## config.mk

```make
export PLATFORM = sky130hd
export DESIGN_NAME = multiplexed_seven_segment_driver_unit
export DESIGN_NICKNAME = d
export VERILOG_FILES = /design/src/msd_pkg.sv /design/src/msd_char_enc.sv /design/src/msd_scan_core.sv /design/src/multiplexed_seven_segment_driver_unit.sv
export SDC_FILE = /design/constraint.sdc
export NUM_CORES = 1
export LEC_CHECK = 0
export ABC_AREA = 1
export BUFFER_PORTS_ARGS = -buffer_cell sky130_fd_sc_hd__buf_4
export CAP_MARGIN = 30
export CORE_UTILIZATION = 45
export DETAILED_ROUTE_END_ITERATION = 10
export PLACE_DENSITY = 0.7
export SLEW_MARGIN = 20
export SYNTH_ARGS = -nofsm -noshare
export SYNTH_HDL_FRONTEND = slang
export SYNTH_SLANG_ARGS = --single-unit
```

## constraint.sdc

```tcl
create_clock -name clk -period 3.6 [get_ports clk]
set_input_delay 0 -clock clk [delete_from_list [all_inputs] [get_ports clk]]
set_output_delay 0 -clock clk [all_outputs]
set_load 0.01 [all_outputs]
```

## src/msd_pkg.sv

```systemverilog
// ----------------------------------------------------------------------------
// msd_pkg: shared definitions for the multiplexed seven-segment driver
// Holds the command codes, configuration register indexes, the configuration
// bundle type and the fixed field widths used by the driver modules.
// ----------------------------------------------------------------------------
package msd_pkg;

	// Input item kinds carried on the slave tuser bit.
	typedef enum logic {
		CMD_WRITE = 1'b0,
		CMD_TICK  = 1'b1
	} cmd_t;

	// Configuration register indexes.
	typedef enum logic [1:0] {
		REG_DISPLAY_ENABLE     = 2'd0,
		REG_SEGMENT_ACTIVE_LOW = 2'd1,
		REG_DIGIT_ACTIVE_LOW   = 2'd2
	} reg_idx_t;

	// Field widths fixed by the item format.
	localparam int unsigned IDX_W  = 2;
	localparam int unsigned CHAR_W = 8;
	localparam int unsigned SEG_W  = 8;
	localparam int unsigned PIN_W  = 4;

	// Configuration bundle handed from the register bank to the scan core.
	typedef struct packed {
		logic display_enable;
		logic segment_active_low;
		logic digit_active_low;
	} cfg_t;

endpackage

```

## src/msd_char_enc.sv

```systemverilog
// ----------------------------------------------------------------------------
// msd_char_enc: character to segment pattern encoder
// Maps the 7-bit character through the fixed glyph table and adds the
// decimal point from bit 7. Pure combinational logic.
// ----------------------------------------------------------------------------
module msd_char_enc (
	input  logic [msd_pkg::CHAR_W-1:0] char_code,
	output logic [msd_pkg::SEG_W-1:0]  pattern
);
	import msd_pkg::*;

	// Segments a to g in bits 0 to 6; zero marks a character with no glyph.
	function automatic logic [6:0] glyph(input logic [6:0] ch);
		logic [6:0] g;
		begin
			g = 7'h00;
			case (ch)
				7'h30: g = 7'h3F; // '0'
				7'h31: g = 7'h06;
				7'h32: g = 7'h5B;
				7'h33: g = 7'h4F;
				7'h34: g = 7'h66;
				7'h35: g = 7'h6D;
				7'h36: g = 7'h7D;
				7'h37: g = 7'h07;
				7'h38: g = 7'h7F;
				7'h39: g = 7'h6F; // '9'
				7'h41: g = 7'h77; // 'A'
				7'h43: g = 7'h39; // 'C'
				7'h45: g = 7'h79; // 'E'
				7'h46: g = 7'h71; // 'F'
				7'h47: g = 7'h3D; // 'G'
				7'h48: g = 7'h76; // 'H'
				7'h4A: g = 7'h1E; // 'J'
				7'h4C: g = 7'h38; // 'L'
				7'h4E: g = 7'h37; // 'N'
				7'h50: g = 7'h73; // 'P'
				7'h55: g = 7'h3E; // 'U'
				7'h59: g = 7'h6E; // 'Y'
				7'h61: g = 7'h5F; // 'a'
				7'h62: g = 7'h7C; // 'b'
				7'h63: g = 7'h58; // 'c'
				7'h64: g = 7'h5E; // 'd'
				7'h65: g = 7'h7B; // 'e'
				7'h68: g = 7'h74; // 'h'
				7'h69: g = 7'h10; // 'i'
				7'h6A: g = 7'h0E; // 'j'
				7'h6C: g = 7'h06; // 'l'
				7'h6E: g = 7'h54; // 'n'
				7'h6F: g = 7'h5C; // 'o'
				7'h71: g = 7'h67; // 'q'
				7'h72: g = 7'h50; // 'r'
				7'h74: g = 7'h78; // 't'
				7'h75: g = 7'h1C; // 'u'
				default: g = 7'h00;
			endcase
			return g;
		end
	endfunction

	logic [6:0] seg_a_g;
	logic       is_space;

	// A space shows only the point; an unknown character is fully blank.
	always_comb begin
		seg_a_g  = glyph(char_code[6:0]);
		is_space = (char_code[6:0] == 7'h20);
		if (is_space) begin
			pattern = {char_code[7], 7'h00};
		end else if (seg_a_g == 7'h00) begin
			pattern = '0;
		end else begin
			pattern = {char_code[7], seg_a_g};
		end
	end

endmodule

```

## src/msd_scan_core.sv

```systemverilog
// ----------------------------------------------------------------------------
// msd_scan_core: digit pattern store and scan sequencer
// Holds one segment pattern per digit and the scan position, and forms the
// segment and digit pins of a tick at the configured polarity.
// ----------------------------------------------------------------------------
module msd_scan_core #(
	parameter int DIGITS = 4
) (
	input  logic                       clk,
	input  logic                       arst_n,
	input  msd_pkg::cfg_t              cfg,
	input  logic                       commit,
	input  msd_pkg::cmd_t              command,
	input  logic [msd_pkg::IDX_W-1:0]  digit_index,
	input  logic [msd_pkg::SEG_W-1:0]  pattern,
	output logic [msd_pkg::SEG_W-1:0]  segment_pins,
	output logic [msd_pkg::PIN_W-1:0]  digit_pins
);
	import msd_pkg::*;

	localparam int POS_W = (DIGITS > 1) ? $clog2(DIGITS) : 1;
	localparam logic [POS_W-1:0] LAST_POS = POS_W'(DIGITS - 1);

	logic [SEG_W-1:0]  patterns_q [DIGITS];
	logic [POS_W-1:0]  pos_q;
	logic [POS_W-1:0]  pos_next;
	logic [DIGITS-1:0] dig_sel;
	logic [SEG_W-1:0]  seg_raw;
	logic              is_tick;

	assign is_tick  = (command == CMD_TICK);
	assign pos_next = (pos_q == LAST_POS) ? '0 : pos_q + POS_W'(1);

	// Pattern store: a write fills its slot when the slot exists.
	always_ff @(posedge clk or negedge arst_n) begin
		if (!arst_n) begin
			for (int i = 0; i < DIGITS; i++) begin
				patterns_q[i] <= '0;
			end
		end else if (commit && !is_tick) begin
			for (int i = 0; i < DIGITS; i++) begin
				if (int'(digit_index) == i) begin
					patterns_q[i] <= pattern;
				end
			end
		end
	end

	// Scan position advances on an enabled tick and wraps at the digit count.
	always_ff @(posedge clk or negedge arst_n) begin
		if (!arst_n) begin
			pos_q <= '0;
		end else if (commit && is_tick && cfg.display_enable) begin
			pos_q <= pos_next;
		end
	end

	// Pin formation with polarity; pins past the digit count stay low.
	always_comb begin
		if (cfg.display_enable) begin
			seg_raw = patterns_q[pos_q];
			dig_sel = DIGITS'(1) << pos_q;
		end else begin
			seg_raw = '0;
			dig_sel = '0;
		end
		segment_pins = cfg.segment_active_low ? ~seg_raw : seg_raw;
		if (cfg.digit_active_low) begin
			dig_sel = ~dig_sel;
		end
		digit_pins = '0;
		for (int i = 0; i < PIN_W; i++) begin
			if (i < DIGITS) begin
				digit_pins[i] = dig_sel[i];
			end
		end
	end

	// The scan position never reaches the digit count.
	a_pos_range: assert property (@(posedge clk) disable iff (!arst_n)
		int'(pos_q) < DIGITS)
		else $error("scan position out of range");

	// An enabled tick moves the position to the following digit.
	a_pos_step: assert property (@(posedge clk) disable iff (!arst_n)
		(commit && is_tick && cfg.display_enable) |=> (pos_q == $past(pos_next)))
		else $error("scan position did not advance");

	// A disabled tick or a write leaves the position in place.
	a_pos_hold: assert property (@(posedge clk) disable iff (!arst_n)
		(commit && !(is_tick && cfg.display_enable)) |=> $stable(pos_q))
		else $error("scan position moved without an enabled tick");

endmodule

```

## src/multiplexed_seven_segment_driver_unit.sv

```systemverilog
// ----------------------------------------------------------------------------
// multiplexed_seven_segment_driver_unit: multiplexed seven-segment driver
// Stream-fed display scanner: write transactions load digit glyphs, tick
// transactions produce one set of segment and digit pin values each.
// ----------------------------------------------------------------------------
// The block takes one transaction per clock cycle while no tick is stalled.
// An accepted transaction is held in an input register, where the glyph
// lookup and the scan logic run, and a tick then lands in the output register,
// from which its result is offered on the master side. Write transactions
// return nothing. The input side keeps accepting while a result waits on the
// master side, except when a tick sits in the input register behind a result
// that has not yet been taken.
module multiplexed_seven_segment_driver_unit #(
	parameter int DIGITS = 4
) (
	input  logic        clk,
	input  logic        arst_n,
	// Slave stream: tdata from bit 0 up = digit_index[1:0], char_code[7:0], pad[5:0]
	input  logic        s_axis_tvalid,
	output logic        s_axis_tready,
	input  logic [15:0] s_axis_tdata,
	// Slave stream: tuser = command
	input  logic        s_axis_tuser,
	// Master stream: tdata from bit 0 up = segment_pins[7:0], digit_pins[3:0], pad[3:0]
	output logic        m_axis_tvalid,
	input  logic        m_axis_tready,
	output logic [15:0] m_axis_tdata,
	// Configuration write port
	input  logic        cfg_we,
	input  logic [1:0]  cfg_addr,
	input  logic        cfg_wdata
);
	import msd_pkg::*;

	cfg_t                cfg_q;
	logic                valid_s1;
	cmd_t                cmd_s1;
	logic [IDX_W-1:0]    idx_s1;
	logic [CHAR_W-1:0]   char_s1;
	logic                out_valid_q;
	logic [SEG_W-1:0]    seg_q;
	logic [PIN_W-1:0]    dig_q;
	logic                out_free;
	logic                s1_go;
	logic                in_fire;
	logic [SEG_W-1:0]    pattern;
	logic [SEG_W-1:0]    seg_pins;
	logic [PIN_W-1:0]    dig_pins;

	// Configuration registers.
	always_ff @(posedge clk or negedge arst_n) begin
		if (!arst_n) begin
			cfg_q <= '0;
		end else if (cfg_we) begin
			unique case (reg_idx_t'(cfg_addr))
				REG_DISPLAY_ENABLE:     cfg_q.display_enable     <= cfg_wdata;
				REG_SEGMENT_ACTIVE_LOW: cfg_q.segment_active_low <= cfg_wdata;
				REG_DIGIT_ACTIVE_LOW:   cfg_q.digit_active_low   <= cfg_wdata;
				default: ;
			endcase
		end
	end

	// Handshake: a write always leaves stage 1, a tick needs a free output slot.
	assign out_free      = !out_valid_q || m_axis_tready;
	assign s1_go         = valid_s1 && ((cmd_s1 == CMD_WRITE) || out_free);
	assign s_axis_tready = !valid_s1 || s1_go;
	assign in_fire       = s_axis_tvalid && s_axis_tready;

	// Input register.
	always_ff @(posedge clk or negedge arst_n) begin
		if (!arst_n) begin
			valid_s1 <= 1'b0;
		end else if (s_axis_tready) begin
			valid_s1 <= s_axis_tvalid;
		end
	end

	always_ff @(posedge clk) begin
		if (in_fire) begin
			cmd_s1  <= cmd_t'(s_axis_tuser);
			idx_s1  <= s_axis_tdata[IDX_W-1:0];
			char_s1 <= s_axis_tdata[IDX_W+CHAR_W-1:IDX_W];
		end
	end

	// Glyph lookup for write transactions.
	msd_char_enc u_enc (
		.char_code (char_s1),
		.pattern   (pattern)
	);

	// Pattern store, scan position and pin formation.
	msd_scan_core #(
		.DIGITS (DIGITS)
	) u_core (
		.clk          (clk),
		.arst_n       (arst_n),
		.cfg          (cfg_q),
		.commit       (s1_go),
		.command      (cmd_s1),
		.digit_index  (idx_s1),
		.pattern      (pattern),
		.segment_pins (seg_pins),
		.digit_pins   (dig_pins)
	);

	// Output register: loaded by a tick, emptied when the sink takes it.
	always_ff @(posedge clk or negedge arst_n) begin
		if (!arst_n) begin
			out_valid_q <= 1'b0;
		end else if (s1_go && (cmd_s1 == CMD_TICK)) begin
			out_valid_q <= 1'b1;
		end else if (m_axis_tready) begin
			out_valid_q <= 1'b0;
		end
	end

	always_ff @(posedge clk) begin
		if (s1_go && (cmd_s1 == CMD_TICK)) begin
			seg_q <= seg_pins;
			dig_q <= dig_pins;
		end
	end

	assign m_axis_tvalid = out_valid_q;
	assign m_axis_tdata  = {4'b0000, dig_q, seg_q};

	// A tick is never moved into an occupied output slot that is not drained.
	a_no_overwrite: assert property (@(posedge clk) disable iff (!arst_n)
		(s1_go && (cmd_s1 == CMD_TICK)) |-> out_free)
		else $error("result overwritten before transfer");

	// A tick stalled in stage 1 keeps the input side closed.
	a_stall_blocks: assert property (@(posedge clk) disable iff (!arst_n)
		(valid_s1 && (cmd_s1 == CMD_TICK) && !out_free) |-> !s_axis_tready)
		else $error("input accepted while stage 1 is stalled");

	// A write in stage 1 never raises a result.
	a_write_silent: assert property (@(posedge clk) disable iff (!arst_n)
		(valid_s1 && (cmd_s1 == CMD_WRITE) && !out_valid_q) |=> !m_axis_tvalid)
		else $error("write transaction produced a result");

endmodule

```

Word-level counts from Yosys, hierarchy flattened

Memory sizes are Yosys's and may differ from the RTL's. A register that Yosys moved wholly into a read port is not among the register bits.
Index checks and enable logic that the tools add are counted.

Eq/ne operators: 7
Muxes and demuxes: 13
Shift operators: 1
Bitwise operators: 4
Add/subtract/negate cells: 1
Magnitude comparators: 1
Reductions and logical operators: 22

Operators with widths:

| operator                                                               | count |
|---|---|
| 8-bit two-way mux                                                      | 6 |
| 8-bit binary-select mux with 2-bit select                              | 1 |
| 2-bit AND reduction                                                    | 7 |
| 2-bit equality test (second input constant)                            | 4 |
| 4-bit two-way mux                                                      | 2 |
| 8-bit NOT                                                              | 1 |
| 7-bit by 6-bit equality test with 1-bit output (second input constant) | 1 |
| 7-bit zero test                                                        | 1 |
| 7-bit two-way mux                                                      | 1 |
| 1-bit logical AND                                                      | 5 |
| 2-bit by 1-bit equality test with 1-bit output (second input constant) | 2 |
| 2-bit zero test                                                        | 2 |
| 4-bit NOT                                                              | 1 |
| 1-bit by 2-bit << shifter with 4-bit output (first input constant)     | 1 |
| 3-bit greater-or-equal comparator (second input constant)              | 1 |
| 1-bit zero test                                                        | 3 |
| 1-bit logical OR                                                       | 3 |
| 2-bit NOT with 3-bit output                                            | 1 |
| 2-bit by 1-bit adder with 2-bit output (second input constant)         | 1 |
| 1-bit two-way mux                                                      | 2 |
| 2-bit two-way mux                                                      | 1 |
| 2-bit nonzero test                                                     | 1 |
| 1-bit NOT                                                              | 1 |

Logic and storage cells: 65
Memories: 1
Output and inout bits: 18
Bits in registers: 62
Memory bits (read-only): 896

Memory list:

| memory          | depth | bits a word | rd ports | clocked after memory_dff | wr ports | RTL line           | text |
|---|---|---|---|---|---|---|---|
| (no name shown) | 128   | 7           | 1        | 1                        | 0        | msd_char_enc.sv:17 | `case (ch)` |

Depth between registers and ports, before layout

Depth in word-level cells: 7
Depth in mapped cells: 16
Mapped depth without buffers: 15

Cells and area by module

A second synthesis with hierarchy kept.

Cell total of the unflattened synthesis: 530
Area, all modules: 4025.1 sq um

Modules (own cells, without submodules):

| module                                | area an instance (sq um) | cells each | seq. area each (sq um) | times used |
|---|---|---|---|---|
| msd_scan_core                         | 2070.7                   | 268        | 850.8                  | 1 |
| msd_char_enc                          | 980.9                    | 202        | 0.0                    | 1 |
| multiplexed_seven_segment_driver_unit | 973.4                    | 60         | 815.8                  | 1 |

Worst setup path after synthesis

No wires, ideal clock.

Path kind: register to register
Start: register out_valid_q, in the netlist m_axis_tvalid
End: register u_enc.seg_a_g[3] (netlist name)
Path buffers: 1
Required time: 3487 ps
Path slack: 1540 ps
Period minus slack after synthesis: 2060 ps
Arrival time: 1947 ps
Stages on the path, launching flop included: 16
Cells stage by stage: dfrtp_1 > nand4_4 > nand2_4 > buf_12 > nand2_1 > nand2_1 > inv_1 > ha_1 > inv_1 > nand3_1 > nand3_1 > nand2_1 > nand2_1 > nand3_1 > nand3_1 > nand2_1

Word-level cells in the longest chain between the ends: 7

RTL lines:

| what                               | RTL line                                     | text |
|---|---|---|
| start, declared                    | multiplexed_seven_segment_driver_unit.sv:40  | `logic out_valid_q;` |
| start signal, assigned             | multiplexed_seven_segment_driver_unit.sv:111 | `out_valid_q <= 1'b0;` |
| start signal, assigned             | multiplexed_seven_segment_driver_unit.sv:113 | `out_valid_q <= 1'b1;` |
| start signal, assigned             | multiplexed_seven_segment_driver_unit.sv:115 | `out_valid_q <= 1'b0;` |
| 1-bit zero test                    | multiplexed_seven_segment_driver_unit.sv:65  | `assign out_free = !out_valid_q \|\| m_axis_tready;` |
| 1-bit logical OR                   | multiplexed_seven_segment_driver_unit.sv:65  |  |
| 1-bit logical OR                   | multiplexed_seven_segment_driver_unit.sv:66  | `assign s1_go = valid_s1 && ((cmd_s1 == CMD_WRITE) \|\| out_free);` |
| 1-bit logical AND                  | multiplexed_seven_segment_driver_unit.sv:66  |  |
| 1-bit logical OR                   | multiplexed_seven_segment_driver_unit.sv:67  | `assign s_axis_tready = !valid_s1 \|\| s1_go;` |
| via s_axis_tready                  | multiplexed_seven_segment_driver_unit.sv:20  | `output logic s_axis_tready,` |
| 1-bit logical AND                  | multiplexed_seven_segment_driver_unit.sv:68  | `assign in_fire = s_axis_tvalid && s_axis_tready;` |
| 7-bit two-way mux (no source line) | n/a                                          |  |

The timed path passes the listed nets, and every way through them passes these cells.
A chain may end at the register's enable or synchronous reset.

Worst setup path after layout

Start: register cmd_s1
End: register u_enc.seg_a_g[1] (netlist name)

Word-level cells in the longest chain between the ends: 6

RTL lines:

| what                               | RTL line                                    | text |
|---|---|---|
| start, declared                    | multiplexed_seven_segment_driver_unit.sv:37 | `cmd_t cmd_s1;` |
| start signal, assigned             | multiplexed_seven_segment_driver_unit.sv:81 | `cmd_s1 <= cmd_t'(s_axis_tuser);` |
| 1-bit NOT                          | multiplexed_seven_segment_driver_unit.sv:66 |  |
| 1-bit logical OR                   | multiplexed_seven_segment_driver_unit.sv:66 |  |
| 1-bit logical AND                  | multiplexed_seven_segment_driver_unit.sv:66 |  |
| 1-bit logical OR                   | multiplexed_seven_segment_driver_unit.sv:67 |  |
| 1-bit logical AND                  | multiplexed_seven_segment_driver_unit.sv:68 |  |
| 7-bit two-way mux (no source line) | n/a                                         |  |

Every way passes these cells.

==> results_dict.tcl <==
set metrics [dict create \
    status "completed" \
    crit_path_frequent_cell "nand2_1" \
    cts_sinks 69 \
    ys.flop_type "dfrtp_1" \
    rsz0062_at_grt "no" \
    syn2layout_area_growth_pct 17.71 \
    core-area_um2 8258 \
    drv_cap 0 \
    critPathCaptureType "flip-flop" \
    cts_buffer_depth 2 \
    hold_class "in -> reg" \
    avgSynthCellArea_um2 8.260 \
    powerDensity_nw_per_um2 540.3 \
    crit_chain "nand4_4 > nand2_4 > nand2_1 > nand2_1 > inv_1 > ha_1 > nand2_2 > nand2_1 > nand2_1 > nand2_1 > nand2_1 > nand3_1 > nand3_1 > nand2_1" \
    synth_top_area_share_pct 25.30 \
    arrival_ns 2.64 \
    grt_max_degree 40 \
    layout-drive-gt1-share_pct 14.26 \
    post_drt_wl_per_cell_um 13.05 \
    grt_pass1_vias 3044 \
    nets 553 \
    drc 0 \
    insertion_delay_ns 0.34 \
    io_buffers 32 \
    pin_count 43 \
    syn_area_um2 3857 \
    path_class "reg -> reg" \
    antennaDiodeCount 0 \
    finalWorstSetupSlack_ns 1.189 \
    finalWirelength_um 8144 \
    root_buffer "clkbuf_8" \
    dpl_cell_area_um2 4120 \
    vias_per_cell 5.138 \
    reg2reg_depth 14 \
    vdd_ir_drop_max_mv 0.2756 \
    grt_usage_pct 20.36 \
    gp_congestion 0.9365 \
    fin_crit_ns 2.411 \
    ys_seq_area_share_pct 46.84 \
    stdcell_area_um2 4541 \
    fmax_mhz 414.7 \
    slew_violations 0 \
    mostFrequentLayoutCell "nand2_1" \
    relSlewSlack_pct 55.55 \
    worst-path-buf-inv 1 \
    clk_pin_slew_ns 0.08 \
    slowest_delay_ns 0.41 \
    setup_viol 0 \
    synth-seq-cells 69 \
    start_kind "flip-flop" \
    ant_nets 0 \
    die_w_um 94.59 \
    syn_inst 467 \
    htree_levels 3 \
    vias 3206 \
    synth_largest_area_cell "dfrtp_1" \
    worst_slew_pin_slew_ns 0.6648 \
    crit_family "simple AND/OR/NAND/NOR gates" \
    hold_viol 0 \
    postSynth.asyncResetShare_pct 56.52 \
    synth_cell_type_count 39 \
    cts_tree "yes" \
    path_depth 14 \
    worstPathRequired_ns 3.83 \
    leakagePower_nw 2.137 \
    fin_setup_tns_ns 0 \
    ys_top_cells_by_area "dfrtp_1 25%, edfxtp_1 18%, nand2_1 13%" \
    worst_clock_skew_ns 0.01457 \
    rows 33 \
    die_y_um 94.59 \
    pre_cts_slack_ns 1.254 \
    grt_overflow 0 \
    dieArea_um2 8946 \
    finalCritPeriodShare_pct 66.98 \
    yosys_warnings 0 \
    antenna_found_initial 0 \
    dp_hpwl_um 5671 \
    first_iter_violations 192 \
    layout_common_cells "138 x nand2_1, 56 x o21ai_0, 39 x nand3_1, 39 x dfrtp_1, 34 x nor2_1" \
    start_util_pct 46.71 \
    worstHoldPathCells 5 \
    crit_slowest_cell "edfxtp_1" \
    firstDrtPassIters 6 \
    synth_edf_count 23 \
    cp_max_fo 13 \
    grt_pass1_wl_um 14090 \
    numCtsBuffers 9 \
]
==> flip-flops by register name, indices dropped and copies added, names as in the netlist <==
register           count
valid_s1               1
seg_q                  8
u_core.patterns_q     32
u_core.pos_q           2
m_axis_tvalid          1
idx_s1                 2
char_s1                8
dig_q                  4
cmd_s1                 1
u_enc.seg_a_g          7
cfg_q                  3
==> cell usage after synthesis (2+ instances only) <==
cell      instances
o22ai_1           8
nand3b_1          3
nand2_1         138
o211ai_1          4
nand3_1          39
inv_1            33
o21ai_0          56
nand2_2           9
buf_4             5
clkbuf_1          8
o21ai_1           3
nor2_1           34
nor3_1            3
ha_1             14
edfxtp_1         23
nand2_4           7
xor2_1           12
inv_2             2
dfxtp_1           7
buf_6             2
dfrtp_1          39
==> power breakdown <==
group | total, mW | switching, mW | leakage (nW) | internal (mW)
combinational | 0.661 | 0.402 | 1.23 | 0.259
clock | 0.713 | 0.311 | 0.116 | 0.402
sequential | 1.08 | 0.117 | 0.789 | 0.963
total | 2.45 | 0.830 | 2.14 | 1.62
==> through the flow <==
step	power (mW)	utilization, %	cells	hold WS (ns)
2_1_floorplan	1.548	-	470	-0.2956
3_3_place_gp	1.702	49.89	589	-0.002254
4_1_cts	2.463	54.98	624	0.01940
5_1_grt	2.620	54.98	624	0.08867
6_report	2.453	54.98	624	0.05900
3_5_place_dp	1.725	49.89	589	-0.004201
==> final cells by class <==
class	instances	area, um2
Clock buffer	9	123.9
Sequential cell	69	1807
Multi-Input combinational cell	346	1800
Tap cell	105	131.4
Fill cell	778	3717
Timing Repair Buffer	51	430.4
Clock inverter	7	106.4
Inverter	37	141.4
==> logic make-up (layout without fill, tap and decap cells) <==
kind of cell	Yosys count	in the layout	synth area share (%)
buffers and inverters	55	104	6.779
AOI/OAI and AO/OA	77	77	11.26
xor gates and xnor gates	12	12	2.725
and+or+nand+nor	239	239	27.77
adders and majority gates	14	14	4.541
other	1	4	0.09721
DFF	69	69	46.84
==> tightest hold or removal path, cell delays in order <==
cell and delay [ns]:
buf_4 0.09, inv_1 0.04, nand3_1 0.11, nand2_1 0.05, o21ai_0 0.07
==> repair_timing <==
action,4_1_cts,5_1_grt
endpoints found under the hold margin,54,0
gates resized for setup,0,0
setup buffers,0,0
hold buffers,19,0
==> final timing paths <==
check / from / endpoint / slack, ns
worst max-delay path: cmd_s1$_DFFE_PN_ / u_enc.seg_a_g[1]$_DFF_P_ / 1.19
worst min-delay path: cfg_addr[1] / cfg_q[2]$_DFFE_PN0P_ / 0.06
worst max register to register: cmd_s1$_DFFE_PN_ / u_enc.seg_a_g[1]$_DFF_P_ / 1.19
worst min register to register: u_core.patterns_q[19]$_DFFE_PN0P_ / u_core.patterns_q[19]$_DFFE_PN0P_ / 0.48
max in group asynchronous: arst_n / u_core.patterns_q[10]$_DFFE_PN0P_ / 3.10
min in group asynchronous: arst_n / cfg_q[0]$_DFFE_PN0P_ / 0.16
==> routing by layer <==
layer | global-route usage (%) | part of all wire [%] | vias to the layer above
met1 | 24.78 | 45 | 1491
met3 | 4.428 | 3.4 | 13
li1 | - | - | 1624
met2 | 35.08 | 50 | 78
met5 | 0 | 0 | -
met4 | 7.955 | 1.8 | 0
No activity file was read; power rests on OpenSTA's default activity.
